<file path="config.mk">
export PLATFORM = sky130hd
export DESIGN_NAME = wildcard_glob_matcher_unit_flat
export DESIGN_NICKNAME = d
export VERILOG_FILES = /design/src/rtl/core/gmu_pkg.sv /design/src/rtl/core/gmu_in_if.sv /design/src/rtl/core/gmu_out_if.sv /design/src/rtl/core/gmu_pat_store.sv /design/src/rtl/core/gmu_step.sv /design/src/rtl/core/gmu_star_close.sv /design/src/rtl/core/wildcard_glob_matcher_unit.sv /design/src/flat_wrapper.sv
export VERILOG_INCLUDE_DIRS = /design/src /design/src/rtl/core
export SDC_FILE = /design/constraint.sdc
export NUM_CORES = 1
export LEC_CHECK = 0
export BUFFER_PORTS_ARGS = -buffer_cell sky130_fd_sc_hd__clkbuf_2
export CORE_ASPECT_RATIO = 0.8
export CORE_MARGIN = 2
export CORE_UTILIZATION = 64
export CTS_CLUSTER_DIAMETER = 50
export DETAILED_ROUTE_END_ITERATION = 7
export PLACE_DENSITY = 0.9
export SLEW_MARGIN = 15
export SYNTH_ARGS = -nofsm -noshare
export SYNTH_HDL_FRONTEND = slang
export SYNTH_SLANG_ARGS = --single-unit
</file>
<file path="constraint.sdc">
create_clock -name clk -period 6.6 [get_ports clk]
set_input_delay 0.33 -clock clk [delete_from_list [all_inputs] [get_ports clk]]
set_output_delay 0.33 -clock clk [all_outputs]
set_load 0.01 [all_outputs]
</file>
<file path="src/rtl/core/wildcard_glob_matcher_unit_macros.svh">
// Assertion macros shared by the glob matcher RTL.
`ifndef WILDCARD_GLOB_MATCHER_UNIT_MACROS_SVH
`define WILDCARD_GLOB_MATCHER_UNIT_MACROS_SVH

// The consequent must hold in the same cycle as the antecedent.
`define GMU_ASSERT_SAME(lbl, ante, cons) \
  lbl: assert property (@(posedge clk) disable iff (!rst_n) (ante) |-> (cons)) \
    else $error("glob matcher check failed");

// The consequent must hold in the cycle after the antecedent.
`define GMU_ASSERT_NEXT(lbl, ante, cons) \
  lbl: assert property (@(posedge clk) disable iff (!rst_n) (ante) |=> (cons)) \
    else $error("glob matcher check failed");

`endif

</file>
<file path="src/rtl/core/gmu_pkg.sv">
// ----------------------------------------------------------------------------
// Glob matcher package
// Shared widths, codes, wildcard characters and case folding.
// ----------------------------------------------------------------------------
package gmu_pkg;

  localparam int MAX_PATTERN_DEF = 32;
  localparam int BYTE_W          = 8;
  localparam int OPCODE_W        = 2;
  localparam int POS_W           = 5;
  localparam int LEN_CFG_W       = 6;
  localparam int CFG_INDEX_W     = 1;
  localparam int CFG_DATA_W      = 6;

  localparam logic [BYTE_W-1:0] CH_ANY  = 8'h3F;
  localparam logic [BYTE_W-1:0] CH_STAR = 8'h2A;
  localparam logic [BYTE_W-1:0] CH_UPPER_A = 8'h41;
  localparam logic [BYTE_W-1:0] CH_UPPER_Z = 8'h5A;
  localparam logic [BYTE_W-1:0] CASE_OFFSET = 8'h20;

  localparam logic [CFG_INDEX_W-1:0] CFG_PATTERN_LENGTH = 1'd0;
  localparam logic [CFG_INDEX_W-1:0] CFG_FOLD_CASE      = 1'd1;

  typedef enum logic [OPCODE_W-1:0] {
    OP_LOAD    = 2'd0,
    OP_SUBJECT = 2'd1,
    OP_EMPTY   = 2'd2
  } op_t;

  function automatic logic [BYTE_W-1:0] fold_byte(input logic [BYTE_W-1:0] b,
                                                   input logic en);
    logic [BYTE_W-1:0] r;
    r = b;
    if (en && b >= CH_UPPER_A && b <= CH_UPPER_Z) begin
      r = b + CASE_OFFSET;
    end
    return r;
  endfunction

endpackage

</file>
<file path="src/rtl/core/gmu_in_if.sv">
// ----------------------------------------------------------------------------
// Glob matcher input channel
// Valid/ready channel carrying one pattern load, subject or empty beat.
// ----------------------------------------------------------------------------
interface gmu_in_if
  import gmu_pkg::*;
();
  logic                valid;
  logic                ready;
  logic [OPCODE_W-1:0] opcode;
  logic [POS_W-1:0]    position;
  logic [BYTE_W-1:0]   byte_value;
  logic                last;

  modport source (output valid, output opcode, output position, output byte_value,
                  output last, input ready);
  modport sink (input valid, input opcode, input position, input byte_value,
                input last, output ready);
endinterface

</file>
<file path="src/rtl/core/gmu_out_if.sv">
// ----------------------------------------------------------------------------
// Glob matcher result channel
// Valid/ready channel carrying one match verdict.
// ----------------------------------------------------------------------------
interface gmu_out_if;
  logic valid;
  logic ready;
  logic matched;

  modport source (output valid, output matched, input ready);
  modport sink (input valid, input matched, output ready);
endinterface

</file>
<file path="src/rtl/core/gmu_pat_store.sv">
// ----------------------------------------------------------------------------
// Glob matcher pattern store
// Holds the pattern bytes and classifies every position against a subject byte.
// ----------------------------------------------------------------------------
module gmu_pat_store
  import gmu_pkg::*;
#(
  parameter int MAX_PATTERN = MAX_PATTERN_DEF,
  parameter int LEN_W       = $clog2(MAX_PATTERN + 1)
) (
  input  logic                   clk,
  input  logic                   wr_en,
  input  logic [POS_W-1:0]       wr_pos,
  input  logic [BYTE_W-1:0]      wr_byte,
  input  logic [LEN_W-1:0]       used_len,
  input  logic                   fold_case,
  input  logic [BYTE_W-1:0]      subj_byte,
  output logic [MAX_PATTERN-1:0] star_v,
  output logic [MAX_PATTERN-1:0] adv_v
);

  localparam int AW   = ($clog2(MAX_PATTERN) > 0) ? $clog2(MAX_PATTERN) : 1;
  localparam int PX_W = (LEN_W > POS_W) ? LEN_W : POS_W;

  logic [BYTE_W-1:0] store_r [MAX_PATTERN];
  logic [PX_W-1:0]   pos_ext;
  logic [BYTE_W-1:0] subj_fold;

  assign pos_ext   = PX_W'(wr_pos);
  assign subj_fold = fold_byte(subj_byte, fold_case);

  always_ff @(posedge clk) begin
    if (wr_en && (pos_ext < PX_W'(MAX_PATTERN))) begin
      store_r[pos_ext[AW-1:0]] <= wr_byte;
    end
  end

  for (genvar i = 0; i < MAX_PATTERN; i++) begin : g_pos
    logic in_use;
    logic is_star;
    assign in_use  = LEN_W'(i) < used_len;
    assign is_star = store_r[i] == CH_STAR;
    assign star_v[i] = in_use && is_star;
    assign adv_v[i]  = in_use && !is_star &&
                       ((store_r[i] == CH_ANY) ||
                        (fold_byte(store_r[i], fold_case) == subj_fold));
  end

endmodule

</file>
<file path="src/rtl/core/gmu_step.sv">
// ----------------------------------------------------------------------------
// Glob matcher position step
// Moves the live position set over one subject byte, before star closure.
// ----------------------------------------------------------------------------
module gmu_step
  import gmu_pkg::*;
#(
  parameter int MAX_PATTERN = MAX_PATTERN_DEF
) (
  input  logic [MAX_PATTERN:0]   live,
  input  logic [MAX_PATTERN-1:0] star_v,
  input  logic [MAX_PATTERN-1:0] adv_v,
  output logic [MAX_PATTERN:0]   next_set
);

  logic [MAX_PATTERN-1:0] stay;
  logic [MAX_PATTERN-1:0] move;

  assign stay     = live[MAX_PATTERN-1:0] & star_v;
  assign move     = live[MAX_PATTERN-1:0] & adv_v;
  assign next_set = {1'b0, stay} | {move, 1'b0};

endmodule

</file>
<file path="src/rtl/core/gmu_star_close.sv">
// ----------------------------------------------------------------------------
// Glob matcher star closure
// Spreads live positions forward over runs of '*' with a parallel prefix.
// ----------------------------------------------------------------------------
module gmu_star_close
  import gmu_pkg::*;
#(
  parameter int MAX_PATTERN = MAX_PATTERN_DEF
) (
  input  logic [MAX_PATTERN:0]   seed,
  input  logic [MAX_PATTERN-1:0] star_v,
  output logic [MAX_PATTERN:0]   closed
);

  localparam int W = MAX_PATTERN + 1;

  logic [W-1:0] gen;
  logic [W-1:0] prop;

  always_comb begin
    gen  = seed;
    prop = {star_v, 1'b0};
    for (int d = 1; d < W; d = d * 2) begin
      for (int j = W - 1; j >= d; j--) begin
        gen[j]  = gen[j] | (prop[j] & gen[j-d]);
        prop[j] = prop[j] & prop[j-d];
      end
    end
    closed = gen;
  end

endmodule

</file>
<file path="src/rtl/core/wildcard_glob_matcher_unit.sv">
// ----------------------------------------------------------------------------
// Wildcard glob matcher
// Streams subject bytes against a stored '?' and '*' pattern.
//
// Channel   Dir  Payload                               Beat
// in_if     in   opcode, position, byte_value, last    valid & ready
// out_if    out  matched                               valid & ready
// cfg_*     in   cfg_index, cfg_wdata                  cfg_we
//
// One beat per cycle is accepted while no stalled result holds the input register.
// A verdict is offered once its beat has passed the input register and the result register.
// Reset is synchronous and leaves an empty pattern with case folding off.
// A stalled result holds the input register only when that beat carries a result.
// ----------------------------------------------------------------------------
module wildcard_glob_matcher_unit
  import gmu_pkg::*;
#(
  parameter int MAX_PATTERN = MAX_PATTERN_DEF
) (
  input  logic                   clk,
  input  logic                   rst_n,
  gmu_in_if.sink                 in_if,
  gmu_out_if.source              out_if,
  input  logic                   cfg_we,
  input  logic [CFG_INDEX_W-1:0] cfg_index,
  input  logic [CFG_DATA_W-1:0]  cfg_wdata
);

  `include "wildcard_glob_matcher_unit_macros.svh"

  localparam int LEN_W = $clog2(MAX_PATTERN + 1);
  localparam int CW    = (LEN_W > LEN_CFG_W) ? LEN_W : LEN_CFG_W;

  logic                 s1_valid_r;
  op_t                  s1_op_r;
  logic [POS_W-1:0]     s1_pos_r;
  logic [BYTE_W-1:0]    s1_byte_r;
  logic                 s1_last_r;
  logic                 s1_has_res;
  logic                 s1_fire;
  logic                 out_free;

  logic [LEN_CFG_W-1:0] len_r;
  logic                 fold_r;
  logic                 restart_r;
  logic [MAX_PATTERN:0] live_r;

  logic                 out_valid_r;
  logic                 matched_r;
  logic                 matched_nxt;

  logic [LEN_W-1:0]       used_len;
  logic [MAX_PATTERN-1:0] star_v;
  logic [MAX_PATTERN-1:0] adv_v;
  logic [MAX_PATTERN:0]   start_set;
  logic [MAX_PATTERN:0]   cur_set;
  logic [MAX_PATTERN:0]   next_set;
  logic [MAX_PATTERN:0]   closed_set;

  assign used_len = (CW'(len_r) > CW'(MAX_PATTERN)) ? LEN_W'(MAX_PATTERN) : LEN_W'(len_r);

  assign s1_has_res = (s1_op_r == OP_EMPTY) || ((s1_op_r == OP_SUBJECT) && s1_last_r);
  assign out_free   = !out_valid_r || out_if.ready;
  assign s1_fire    = s1_valid_r && (!s1_has_res || out_free);
  assign in_if.ready = !s1_valid_r || s1_fire;

  always_ff @(posedge clk) begin
    if (!rst_n) begin
      s1_valid_r <= 1'b0;
    end else if (in_if.ready) begin
      s1_valid_r <= in_if.valid;
    end
  end

  always_ff @(posedge clk) begin
    if (in_if.valid && in_if.ready) begin
      s1_op_r   <= op_t'(in_if.opcode);
      s1_pos_r  <= in_if.position;
      s1_byte_r <= in_if.byte_value;
      s1_last_r <= in_if.last;
    end
  end

  gmu_pat_store #(
    .MAX_PATTERN (MAX_PATTERN),
    .LEN_W       (LEN_W)
  ) u_store (
    .clk       (clk),
    .wr_en     (s1_fire && (s1_op_r == OP_LOAD)),
    .wr_pos    (s1_pos_r),
    .wr_byte   (s1_byte_r),
    .used_len  (used_len),
    .fold_case (fold_r),
    .subj_byte (s1_byte_r),
    .star_v    (star_v),
    .adv_v     (adv_v)
  );

  gmu_star_close #(.MAX_PATTERN(MAX_PATTERN)) u_start_close (
    .seed   ({{MAX_PATTERN{1'b0}}, 1'b1}),
    .star_v (star_v),
    .closed (start_set)
  );

  assign cur_set = restart_r ? start_set : live_r;

  gmu_step #(.MAX_PATTERN(MAX_PATTERN)) u_step (
    .live     (cur_set),
    .star_v   (star_v),
    .adv_v    (adv_v),
    .next_set (next_set)
  );

  gmu_star_close #(.MAX_PATTERN(MAX_PATTERN)) u_next_close (
    .seed   (next_set),
    .star_v (star_v),
    .closed (closed_set)
  );

  assign matched_nxt = (s1_op_r == OP_EMPTY) ? start_set[used_len] : closed_set[used_len];

  always_ff @(posedge clk) begin
    if (!rst_n) begin
      len_r     <= '0;
      fold_r    <= 1'b0;
      restart_r <= 1'b1;
    end else begin
      if (cfg_we && (cfg_index == CFG_PATTERN_LENGTH)) begin
        len_r     <= cfg_wdata[LEN_CFG_W-1:0];
        restart_r <= 1'b1;
      end
      if (cfg_we && (cfg_index == CFG_FOLD_CASE)) begin
        fold_r <= cfg_wdata[0];
      end
      if (s1_fire) begin
        unique case (s1_op_r)
          OP_LOAD: begin
            restart_r <= 1'b1;
          end
          OP_SUBJECT: begin
            restart_r <= s1_last_r;
          end
          OP_EMPTY: begin
            restart_r <= 1'b1;
          end
          default: begin
          end
        endcase
      end
    end
  end

  always_ff @(posedge clk) begin
    if (s1_fire && (s1_op_r == OP_SUBJECT)) begin
      live_r <= closed_set;
    end
  end

  always_ff @(posedge clk) begin
    if (!rst_n) begin
      out_valid_r <= 1'b0;
    end else if (s1_fire && s1_has_res) begin
      out_valid_r <= 1'b1;
    end else if (out_if.ready) begin
      out_valid_r <= 1'b0;
    end
  end

  always_ff @(posedge clk) begin
    if (s1_fire && s1_has_res) begin
      matched_r <= matched_nxt;
    end
  end

  assign out_if.valid   = out_valid_r;
  assign out_if.matched = matched_r;

  `GMU_ASSERT_SAME(a_stall_blocks_input, s1_valid_r && s1_has_res && out_valid_r && !out_if.ready, !in_if.ready)
  `GMU_ASSERT_NEXT(a_result_restarts, s1_fire && s1_has_res, restart_r)
  `GMU_ASSERT_SAME(a_result_has_source, $rose(out_valid_r), $past(s1_fire && s1_has_res))

endmodule

</file>
<file path="src/flat_wrapper.sv">
// flat-port wrapper written by rule: the top's interface ports become plain ports
module wildcard_glob_matcher_unit_flat import gmu_pkg::*;
#(
  parameter int MAX_PATTERN = MAX_PATTERN_DEF
)
  (clk, rst_n, cfg_we, cfg_index, cfg_wdata, in_if_valid, in_if_opcode, in_if_position, in_if_byte_value, in_if_last, in_if_ready, out_if_valid, out_if_matched, out_if_ready);
  gmu_in_if in_if_i ();
  gmu_out_if out_if_i ();
  input  logic clk;
  input  logic rst_n;
  input  logic cfg_we;
  input  logic [CFG_INDEX_W-1:0] cfg_index;
  input  logic [CFG_DATA_W-1:0] cfg_wdata;
  input wire logic [$bits(in_if_i.valid)-1:0] in_if_valid;
  input wire logic [$bits(in_if_i.opcode)-1:0] in_if_opcode;
  input wire logic [$bits(in_if_i.position)-1:0] in_if_position;
  input wire logic [$bits(in_if_i.byte_value)-1:0] in_if_byte_value;
  input wire logic [$bits(in_if_i.last)-1:0] in_if_last;
  output wire logic [$bits(in_if_i.ready)-1:0] in_if_ready;
  output wire logic [$bits(out_if_i.valid)-1:0] out_if_valid;
  output wire logic [$bits(out_if_i.matched)-1:0] out_if_matched;
  input wire logic [$bits(out_if_i.ready)-1:0] out_if_ready;
  assign in_if_i.valid = in_if_valid;
  assign in_if_i.opcode = in_if_opcode;
  assign in_if_i.position = in_if_position;
  assign in_if_i.byte_value = in_if_byte_value;
  assign in_if_i.last = in_if_last;
  assign in_if_ready = in_if_i.ready;
  assign out_if_valid = out_if_i.valid;
  assign out_if_matched = out_if_i.matched;
  assign out_if_i.ready = out_if_ready;
  wildcard_glob_matcher_unit #(.MAX_PATTERN(MAX_PATTERN)) u_core (.clk(clk), .rst_n(rst_n), .in_if(in_if_i), .out_if(out_if_i), .cfg_we(cfg_we), .cfg_index(cfg_index), .cfg_wdata(cfg_wdata));
endmodule
</file>
==> summary.txt, run 1 <==
Worst setup path
  – Critical path peak fanout: 26
  – Reg2reg end: u_core.out_if.matched$_DFFE_PP_
  – Flop-to-flop setup slack: 0.93 ns
  – Worst path max stage delay: 0.90 ns
  – Required @ worst endpoint: 7.03 ns
  – Worst reg2reg path depth: 17
  – FF-to-FF Start: u_core.len_r[4]$_SDFFE_PN0P_
  – Worst setup SP type: flop
  – Crit path arrival time: 6.10 ns
  – Crit Path Category: reg -> reg
  – Slowest-stage cell, CP: dfxtp_1
  – Crit end category: flop
  – Crit path cell chain: a2111oi_0 -> buf_4 -> nand4b_1 -> nor4_1 -> buf_4 -> nand4_1 -> o21ai_0 -> o211ai_1 -> o31ai_1 -> nor2_1 -> and3_1 -> nor4_1 -> o21ai_0 -> a21oi_1 -> a2111oi_2 -> a41oi_1 -> o21a_1

STA
  – Worst-margin pin slew: 1.02 ns
  – Period utilization: 85.9%
  – Fin. max-slew vios: 0
  – Slew Limit Headroom: 32.0%
  – Setup total negative slack: 0 ns
  – Fin. Hold Viols: 0
  – Clock skew: 0.0313 ns
  – Endpoints failing setup: 0
  – Final worst path period need: 5.67 ns
  – RSZ-0062 raised after global routing: no
  – Max Clk Rate: 0.176 GHz

Synth
  – Syn Nets: 2211
  – Synthesis Warnings: 0
  – Post-synth EDFFs: 305
  – Post-Synth XOR/XNOR Area: 10.3%
  – Sequential cell area fraction in the yosys report: 44.6%
  – Share of Yosys cell area claimed by the top area cell type: 43.6%
  – Top FF cell, synth: edfxtp_1
  – Mapped Avg Cell Area: 9.76 um2
  – Multiplexer share of the synthesized area: 0.489%
  – Post-Syn Area: 0.0210 mm2
  – Post-Synth Adder-Cell Area: 1.97%
  – Async SR Flop Fraction: 0%
  – Area leader, netlist: edfxtp_1
  – Synth Area in Simple Gates: 22.2%
  – Cell count after synthesis: 2150
  – Largest family of logic cells by synthesized area: simple AND/OR/NAND/NOR gates
  – Synthesized flop and latch total: 315
  – Synth Area in Compound Gates: 17.4%
  – Post-synth cell types: 89
  – Synth area leaders: edfxtp_1, xnor2_1, xor2_1

Cells and area
  – Cell area after layout: 0.0232 mm2
  – Net count, final: 2268
  – Layout cell share with drive strength beyond 1: 8.09%
  – Synth-to-Final Area Change: 10.3%
  – Post-layout util: 71.5%

Placement
  – HPWL Detailed: 47600 um
  – Placer congestion estimate: 1.04
  – Post-DP Area: 0.0218 mm2
  – Port Buffers: 30

Min path
  – Hold crit path type: in -> reg
  – Worst Hold Launch: in_if_valid
  – Hold Crit Depth: 2
  – WHS Endpoint: u_core.s1_valid_r$_SDFFE_PN0N_

Clock tree
  – Clk_lat worst skew: 0.56 ns
  – Clock Sinks: 315
  – CTS clk-pin slew, worst paths: 0.07 ns
  – Num CTS Buffers: 38
  – Postcts setup bufs: 0
  – Hold_buf cts: 16
  – Htree depth: 2
  – Root Driver: clkbuf_16
  – Gates resized, CTS repair: 0
  – CTS tree: yes
  – Bufs on Longest Clock Path: 3

Global routing
  – GRT Total Usage: 39.7%
  – Antenna violations before repair: 1
  – Largest net degree at the start of global routing: 42
  – Global-route wire length before repair: 105000 um
  – Congestion Overflow GR: 0
  – Vias in the first global route: 18328

Power and ir drop
  – Total chip power: 0.00462 W
  – Leakage Power: 7.71 nW
  – Worst VDD drop: 0.241 mV
  – PwrDens: 200 mW/mm2

Floorplan
  – Io pins: 31
  – Initial Util: 64.8%
  – Core Area: 0.0324 mm2
  – Core Rows: 59
  – Die area: 0.0343 mm2
  – Die X: 206 um
  – Die outline height: 166 um

Routing
  – Via Count: 19155
  – Drc violations: 0
  – DR top layer: met4
  – Post-DRT Antenna Nets: 0
  – First-pass DRT Iterations: 6
  – Wire length per cell: 25.7 um
  – Final WL: 68500 um
  – Post-DR vias/cell: 7.19
  – Iteration-0 DRC Markers: 2736
  – Met1 WL: 26900 um
  – Met2 wire length: 30000 um
  – WL met3: 8820 um

Flow run
  – Max-cap violation count: 0

Status
  – Status: complete, no violations
==> registers in the layout (all words and copies together), names as in the netlist <==
name / flops
u_core.s1_byte_r: 8
u_core.out_if.matched: 1
u_core.live_r: 32
u_core.s1_op_r: 2
u_core.out_if.valid: 1
u_core.restart_r: 1
u_core.s1_last_r: 1
u_core.len_r: 6
u_core.u_store.store_r: 256
u_core.s1_pos_r: 5
u_core.fold_r: 1
u_core.s1_valid_r: 1
==> area by class of cell <==
cell class,count,area (um2)
Clock buffer,43,991
Sequential cell,315,9360
Tap cell,427,534
Inverter,79,297
Fill cell,2321,9250
Antenna cell,1,2.50
Clock inverter,27,244
Timing Repair Buffer,97,718
Multi-Input combinational cell,1676,11000
==> per-stage QoR <==
| step | hold WS [ns] | instances | setup slack, ns |
|---|---|---|---|
| final | 0.0174 | 2665 | 0.932 |
| after global routing | 0.0160 | 2664 | 0.566 |
| after CTS | 0.0179 | 2664 | 1.17 |
| after detailed placement | 0.509 | 2578 | 1.20 |
| after global placement | 0.500 | 2578 | 1.31 |
| after floorplan | 0.406 | 2150 | 1.59 |
==> cell usage after synthesis (all sizes together) (25+ instances only) <==
| cell type | number |
|---|---|
| edfxtp | 305 |
| nor2 | 188 |
| nand2 | 175 |
| xnor2 | 123 |
| xor2 | 123 |
| nand3 | 106 |
| nor3 | 100 |
| a21oi | 84 |
| inv | 79 |
| o21ai | 71 |
| nand4 | 48 |
| clkbuf | 45 |
| nor4 | 42 |
| or3 | 40 |
| o31ai | 38 |
| buf | 35 |
| a31oi | 33 |
| ha | 33 |
| o41ai | 31 |
| nor2b | 28 |
| and3 | 26 |
| nor4bb | 25 |
==> per-layer routing <==
layer | vias up | global-route usage [%]
met4 | 0 | 15.0
li1 | 8400 | -
met5 | - | 0
met1 | 9142 | 55.6
met3 | 252 | 9.26
met2 | 1361 | 60.1
==> critical path: cells and delay by family, from the launching register on <==
family	cells	cell delay [ns]
simple gates	6	2.00
flops	1	0.90
compound gates	9	2.22
buf+inv	2	0.44
==> cells in the final DEF (no fill, tap or decap), types with 71 or more instances in the layout <==
cell      count
xor2_1      123
a21oi_1      83
inv_1        79
nor2_1      188
nor3_1      100
nand3_1     106
xnor2_1     123
o21ai_0      71
nand2_1     175
edfxtp_1    305
==> where the power goes <==
group          switching, W  total [W]  internal, W
clock              0.000897    0.00205      0.00115
sequential        0.0000218    0.00223      0.00220
combinational      0.000240   0.000349     0.000110
==> worst max-delay path by stage <==
stage / startpoint / end / slack [ns] / cells after the start
after floorplan: u_core.s1_byte_r[1]$_DFFE_PP_ / u_core.out_if.matched$_DFFE_PP_ / 1.59 / 17
after global placement: u_core.len_r[4]$_SDFFE_PN0P_ / u_core.out_if.matched$_DFFE_PP_ / 1.31 / 15
after detailed placement: u_core.len_r[4]$_SDFFE_PN0P_ / u_core.out_if.matched$_DFFE_PP_ / 1.20 / 17
after CTS: u_core.len_r[4]$_SDFFE_PN0P_ / u_core.out_if.matched$_DFFE_PP_ / 1.17 / 17
after global routing: u_core.len_r[4]$_SDFFE_PN0P_ / u_core.out_if.matched$_DFFE_PP_ / 0.57 / 17
final: u_core.len_r[4]$_SDFFE_PN0P_ / u_core.out_if.matched$_DFFE_PP_ / 0.93 / 17
==> cell families (layout without fill, tap and decap cells) <==
family / after synthesis / in the layout
compound gates: 499 / 499
flops: 315 / 315
fa+ha+maj: 33 / 33
simple gates: 888 / 888
other cells: 0 / 1
xor+xnor: 246 / 246
mux: 10 / 10
buf+inv: 159 / 246
No activity file was read; power rests on OpenSTA's default activity.
==> inputs of run 2 (changes only) <==
--- a/config.mk
+++ b/config.mk
@@ -6,13 +6,14 @@
 export SDC_FILE = /design/constraint.sdc
 export NUM_CORES = 1
 export LEC_CHECK = 0
+export ABC_AREA = 1
 export BUFFER_PORTS_ARGS = -buffer_cell sky130_fd_sc_hd__clkbuf_2
 export CORE_ASPECT_RATIO = 0.8
 export CORE_MARGIN = 2
-export CORE_UTILIZATION = 64
+export CORE_UTILIZATION = 59
 export CTS_CLUSTER_DIAMETER = 50
 export DETAILED_ROUTE_END_ITERATION = 7
-export PLACE_DENSITY = 0.9
+export PLACE_DENSITY = 0.87
 export SLEW_MARGIN = 15
 export SYNTH_ARGS = -nofsm -noshare
 export SYNTH_HDL_FRONTEND = slang
==> constraint.sdc (replaced) <==
create_clock -name clk -period 4.7 [get_ports clk]
set_input_delay 0.235 -clock clk [delete_from_list [all_inputs] [get_ports clk]]
set_output_delay 0.235 -clock clk [all_outputs]
set_load 0.01 [all_outputs]
==> summary.txt, run 2 <==
Floorplan
  – Die outline height: 182 um (+9.6%)
  – Die area: 0.0412 mm2 (+20%)
  – Io pins: 31 (unchanged)
  – Core Area: 0.0392 mm2 (+21%)
  – Initial Util: 59.5% (-5.3 points)
  – Core Rows: 65 (+10%)
  – Die X: 226 um (+9.6%)

Min path
  – Hold crit path type: in -> reg
  – Worst Hold Launch: cfg_index

Cells and area
  – Final cell count without fillers: 3881 (+46%)
  – Layout cell share with drive strength beyond 1: 8.73% (+0.64 points)
  – Reg area: 0.00936 mm2 (about the same)
  – Post-layout util: 65.3% (-6.2 points)
  – Net count, final: 3384 (+49%)
  – Most frequent cells in the layout: nand2_1, nor2_1, inv_1
  – Max reg flops: 256 (unchanged)
  – Commonest non-fill, non-tap cell in the layout: nand2_1
  – Synth-to-Final Area Change: 9.65%
  – Ant. Diodes: 0 (-1)
  – Multi-input logic area: 0.0120 mm2 (+8.6%)
  – Final-layout fill cell count: 3309 (+43%)

Worst setup path
  – Required @ worst endpoint: 5.10 ns (-1.93 ns)
  – Crit path cell chain: nand3_2 -> nor2_1 -> nor2_2 -> a21oi_1 -> nand2_1 -> nor2_1 -> nand2_1 -> nor2_1 -> nand2_1 -> o21ai_1 -> nand2_1 -> nand2_1 -> a21oi_1 -> nand2_1 -> a21oi_1 -> nand4_1 -> nand3_1 -> nand2_1 -> nand2_1 -> nand3_1 -> nand2_1 -> a21oi_2
  – Worst path max stage delay: 0.60 ns (-0.30 ns)
  – Delay-heaviest family, CP: simple AND/OR/NAND/NOR gates
  – WP buf/inv: 0 (-2)
  – Crit path capture: u_core.out_if.matched$_DFFE_PP_
  – CP startpoint: u_core.len_r[2]$_SDFFE_PN0P_
  – Cell mode on critical path: nand2_1
  – Slowest-stage cell, CP: dfxtp_1
  – Worst setup SP type: flop
  – Number of cells on the critical path: 22 (+5)
  – Critical path peak fanout: 9 (-65%)
  – Crit Path Category: reg -> reg
  – Reg2reg end: u_core.out_if.matched$_DFFE_PP_
  – Worst reg2reg path depth: 22 (+5)
  – FF-to-FF Start: u_core.len_r[2]$_SDFFE_PN0P_
  – Crit path arrival time: 4.72 ns (-1.38 ns)
  – Flop-to-flop setup slack: 0.38 ns (-0.55 ns)
  – Crit end category: flop

STA
  – Endpoints failing setup: 0 (unchanged)
  – Period utilization: 91.9% (+6.1 points)
  – RSZ-0062 raised after global routing: no
  – Fin. Hold Viols: 0 (unchanged)
  – Max Clk Rate: 0.231 GHz (+31%)
  – Clock skew: 0.0164 ns (-0.0149 ns)
  – Hold Slack: 0.0296 ns (+0.0122 ns)
  – Worst-margin pin slew: 1.09 ns (+0.0766 ns)
  – Slew Limit Headroom: 27.0% (-5.0 points)
  – Final worst path period need: 4.32 ns (-1.35 ns)
  – Setup total negative slack: 0 ns (unchanged)
  – Fin. max-slew vios: 0 (unchanged)

Clock tree
  – CTS clk-pin slew, worst paths: 0.06 ns (about the same)
  – Hold_buf cts: 20 (+4)
  – Root Driver: clkbuf_16
  – Bufs on Longest Clock Path: 3 (unchanged)
  – Htree depth: 2 (unchanged)
  – Postcts setup bufs: 0 (unchanged)
  – Gates resized, CTS repair: 0 (unchanged)
  – Clk_lat worst skew: 0.54 ns (-0.02 ns)
  – Num CTS Buffers: 38 (unchanged)
  – CTS tree: yes
  – Clock Sinks: 315 (unchanged)

Routing
  – Final WL: 75500 um (+10%)
  – First-pass DRT Iterations: 8 (+2)
  – Post-DRT Antenna Nets: 0 (unchanged)
  – Iteration-0 DRC Markers: 3693 (+35%)
  – Via Count: 23091 (+21%)
  – Post-DR vias/cell: 5.95 (-17%)
  – Drc violations: 0 (unchanged)
  – Wire length per cell: 19.4 um (-24%)

Power and ir drop
  – PwrDens: 259 mW/mm2 (+30%)
  – Worst VDD drop: 0.335 mV (+39%)
  – Leakage Power: 11.2 nW (+45%)
  – Total chip power: 0.00662 W (+43%)

Placement
  – Port Buffers: 30 (unchanged)
  – Placer congestion estimate: 1.08 (+3.7%)
  – HPWL Detailed: 54900 um (+15%)
  – Placed Cells: 3799 (+47%)

Flow run
  – Max-cap violation count: 0 (unchanged)

Synth
  – Most frequent cell after synthesis: nand2_1
  – Synth Area in Compound Gates: 5.10% (-12 points)
  – Multiplexer share of the synthesized area: 0% (-0.49 points)
  – Post-synth cell types: 62 (-30%)
  – Synthesis Warnings: 0 (unchanged)
  – Cell count after synthesis: 3253 (+51%)
  – Mapped Avg Cell Area: 7.17 um2 (-27%)
  – Area leader, netlist: edfxtp_1
  – Post-synth EDFFs: 305 (unchanged)
  – Share of Yosys cell area claimed by the top area cell type: 39.3% (-4.4 points)
  – Post-Syn Area: 0.0233 mm2 (+11%)
  – Post-Synth Adder-Cell Area: 1.77% (-0.20 points)
  – Synth area leaders: edfxtp_1, nand2_1, nor2_1
  – Synth Area in Simple Gates: 40.3% (+18 points)
  – Synth top cells by count: nand2_1, nor2_1, inv_1, edfxtp_1, nand3_1
  – Largest family of logic cells by synthesized area: simple AND/OR/NAND/NOR gates
  – Post-Synth XOR/XNOR Area: 4.02% (-6.2 points)
  – Sequential cell area fraction in the yosys report: 40.1% (-4.5 points)
  – Synthesized flop and latch total: 315 (unchanged)
  – Syn Nets: 3314 (+50%)
  – Async SR Flop Fraction: 0% (unchanged)
  – Top FF cell, synth: edfxtp_1

Global routing
  – Largest net degree at the start of global routing: 61 (+45%)
  – Vias in the first global route: 20630 (+13%)
  – Global-route wire length before repair: 115000 um (+10%)
  – Antenna violations before repair: 0 (-1)
  – GRT Total Usage: 36.4% (-3.3 points)
  – Congestion Overflow GR: 0 (unchanged)

Status
  – Status: complete, no violations
==> run 2: changes by cell type after synthesis, sizes merged, moves of 27 or more <==
cell,before,now
nor2,188,516
xnor2,123,69
inv,79,431
nand2,175,1009
nand3,106,255
nor4,42,13
or3,40,0
xor2,123,38
clkbuf,45,9
o41ai,31,1
nand4,48,180
nor2b,28,1
o31ai,38,1
a31oi,33,4
==> run 2: worst min path at each step <==
stage / to / cells after the start
floorplan: u_core.restart_r$_SDFF_PN1_ / 1
global placement: u_core.s1_pos_r[2]$_DFFE_PP_ / 1
detailed placement: u_core.s1_pos_r[2]$_DFFE_PP_ / 1
CTS: u_core.fold_r$_SDFFE_PN0P_ / 3
global route: u_core.fold_r$_SDFFE_PN0P_ / 3
finish: u_core.fold_r$_SDFFE_PN0P_ / 3
==> run 2: final cells by class <==
class                   instances  area share, %
multi-input cells            2441           46.7
flip-flops and latches        315           36.6
inverters                     436           6.44
clock buffers                  42           3.86
repair buffers                 91           2.82
well taps                     536           2.62
clock inverters                20          0.934
==> run 2: cells by family (layout without fill, tap and decap cells) <==
| family | Yosys count | in the layout |
|---|---|---|
| xor+xnor | 107 | 107 |
| simple gates | 2101 | 2101 |
| flops | 315 | 315 |
| buf+inv | 497 | 589 |
| compound gates | 200 | 200 |
| fa+ha+maj | 33 | 33 |
==> run 2: worst min-delay path, delay by kind of cell <==
| kind | cells | cell delay, ns |
|---|---|---|
| simple gates | 1 | 0.08 |
| compound gates | 1 | 0.10 |
| buf+inv | 1 | 0.10 |
==> run 2: where the power goes <==
part / leakage, nW / total, W / switching, W / internal, W
registers: 2.85 / 0.00313 / 0.0000296 / 0.00310
logic: 7.76 / 0.000550 / 0.000394 / 0.000155
clock network: 0.597 / 0.00294 / 0.00120 / 0.00174
total: 11.2 / 0.00662 / 0.00162 / 0.00500
==> run 2: metrics by stage <==
step	setup slack [ns]	instance area, um2
2_1_floorplan	1.40	23300
3_3_place_gp	0.663	24200
3_5_place_dp	0.651	24200
4_1_cts	0.557	25600
5_1_grt	0.146	25600
6_report	0.379	25600
==> run 2: layer usage <==
layer  up-vias  global-route usage [%]  share of wire (%)
li1      10889                       -                  -
met1     10363                    51.2                 39
met2      1590                    52.9                 42
met3       249                    9.03                 14
met4         0                    16.4                4.9
met5         -                       0                  0
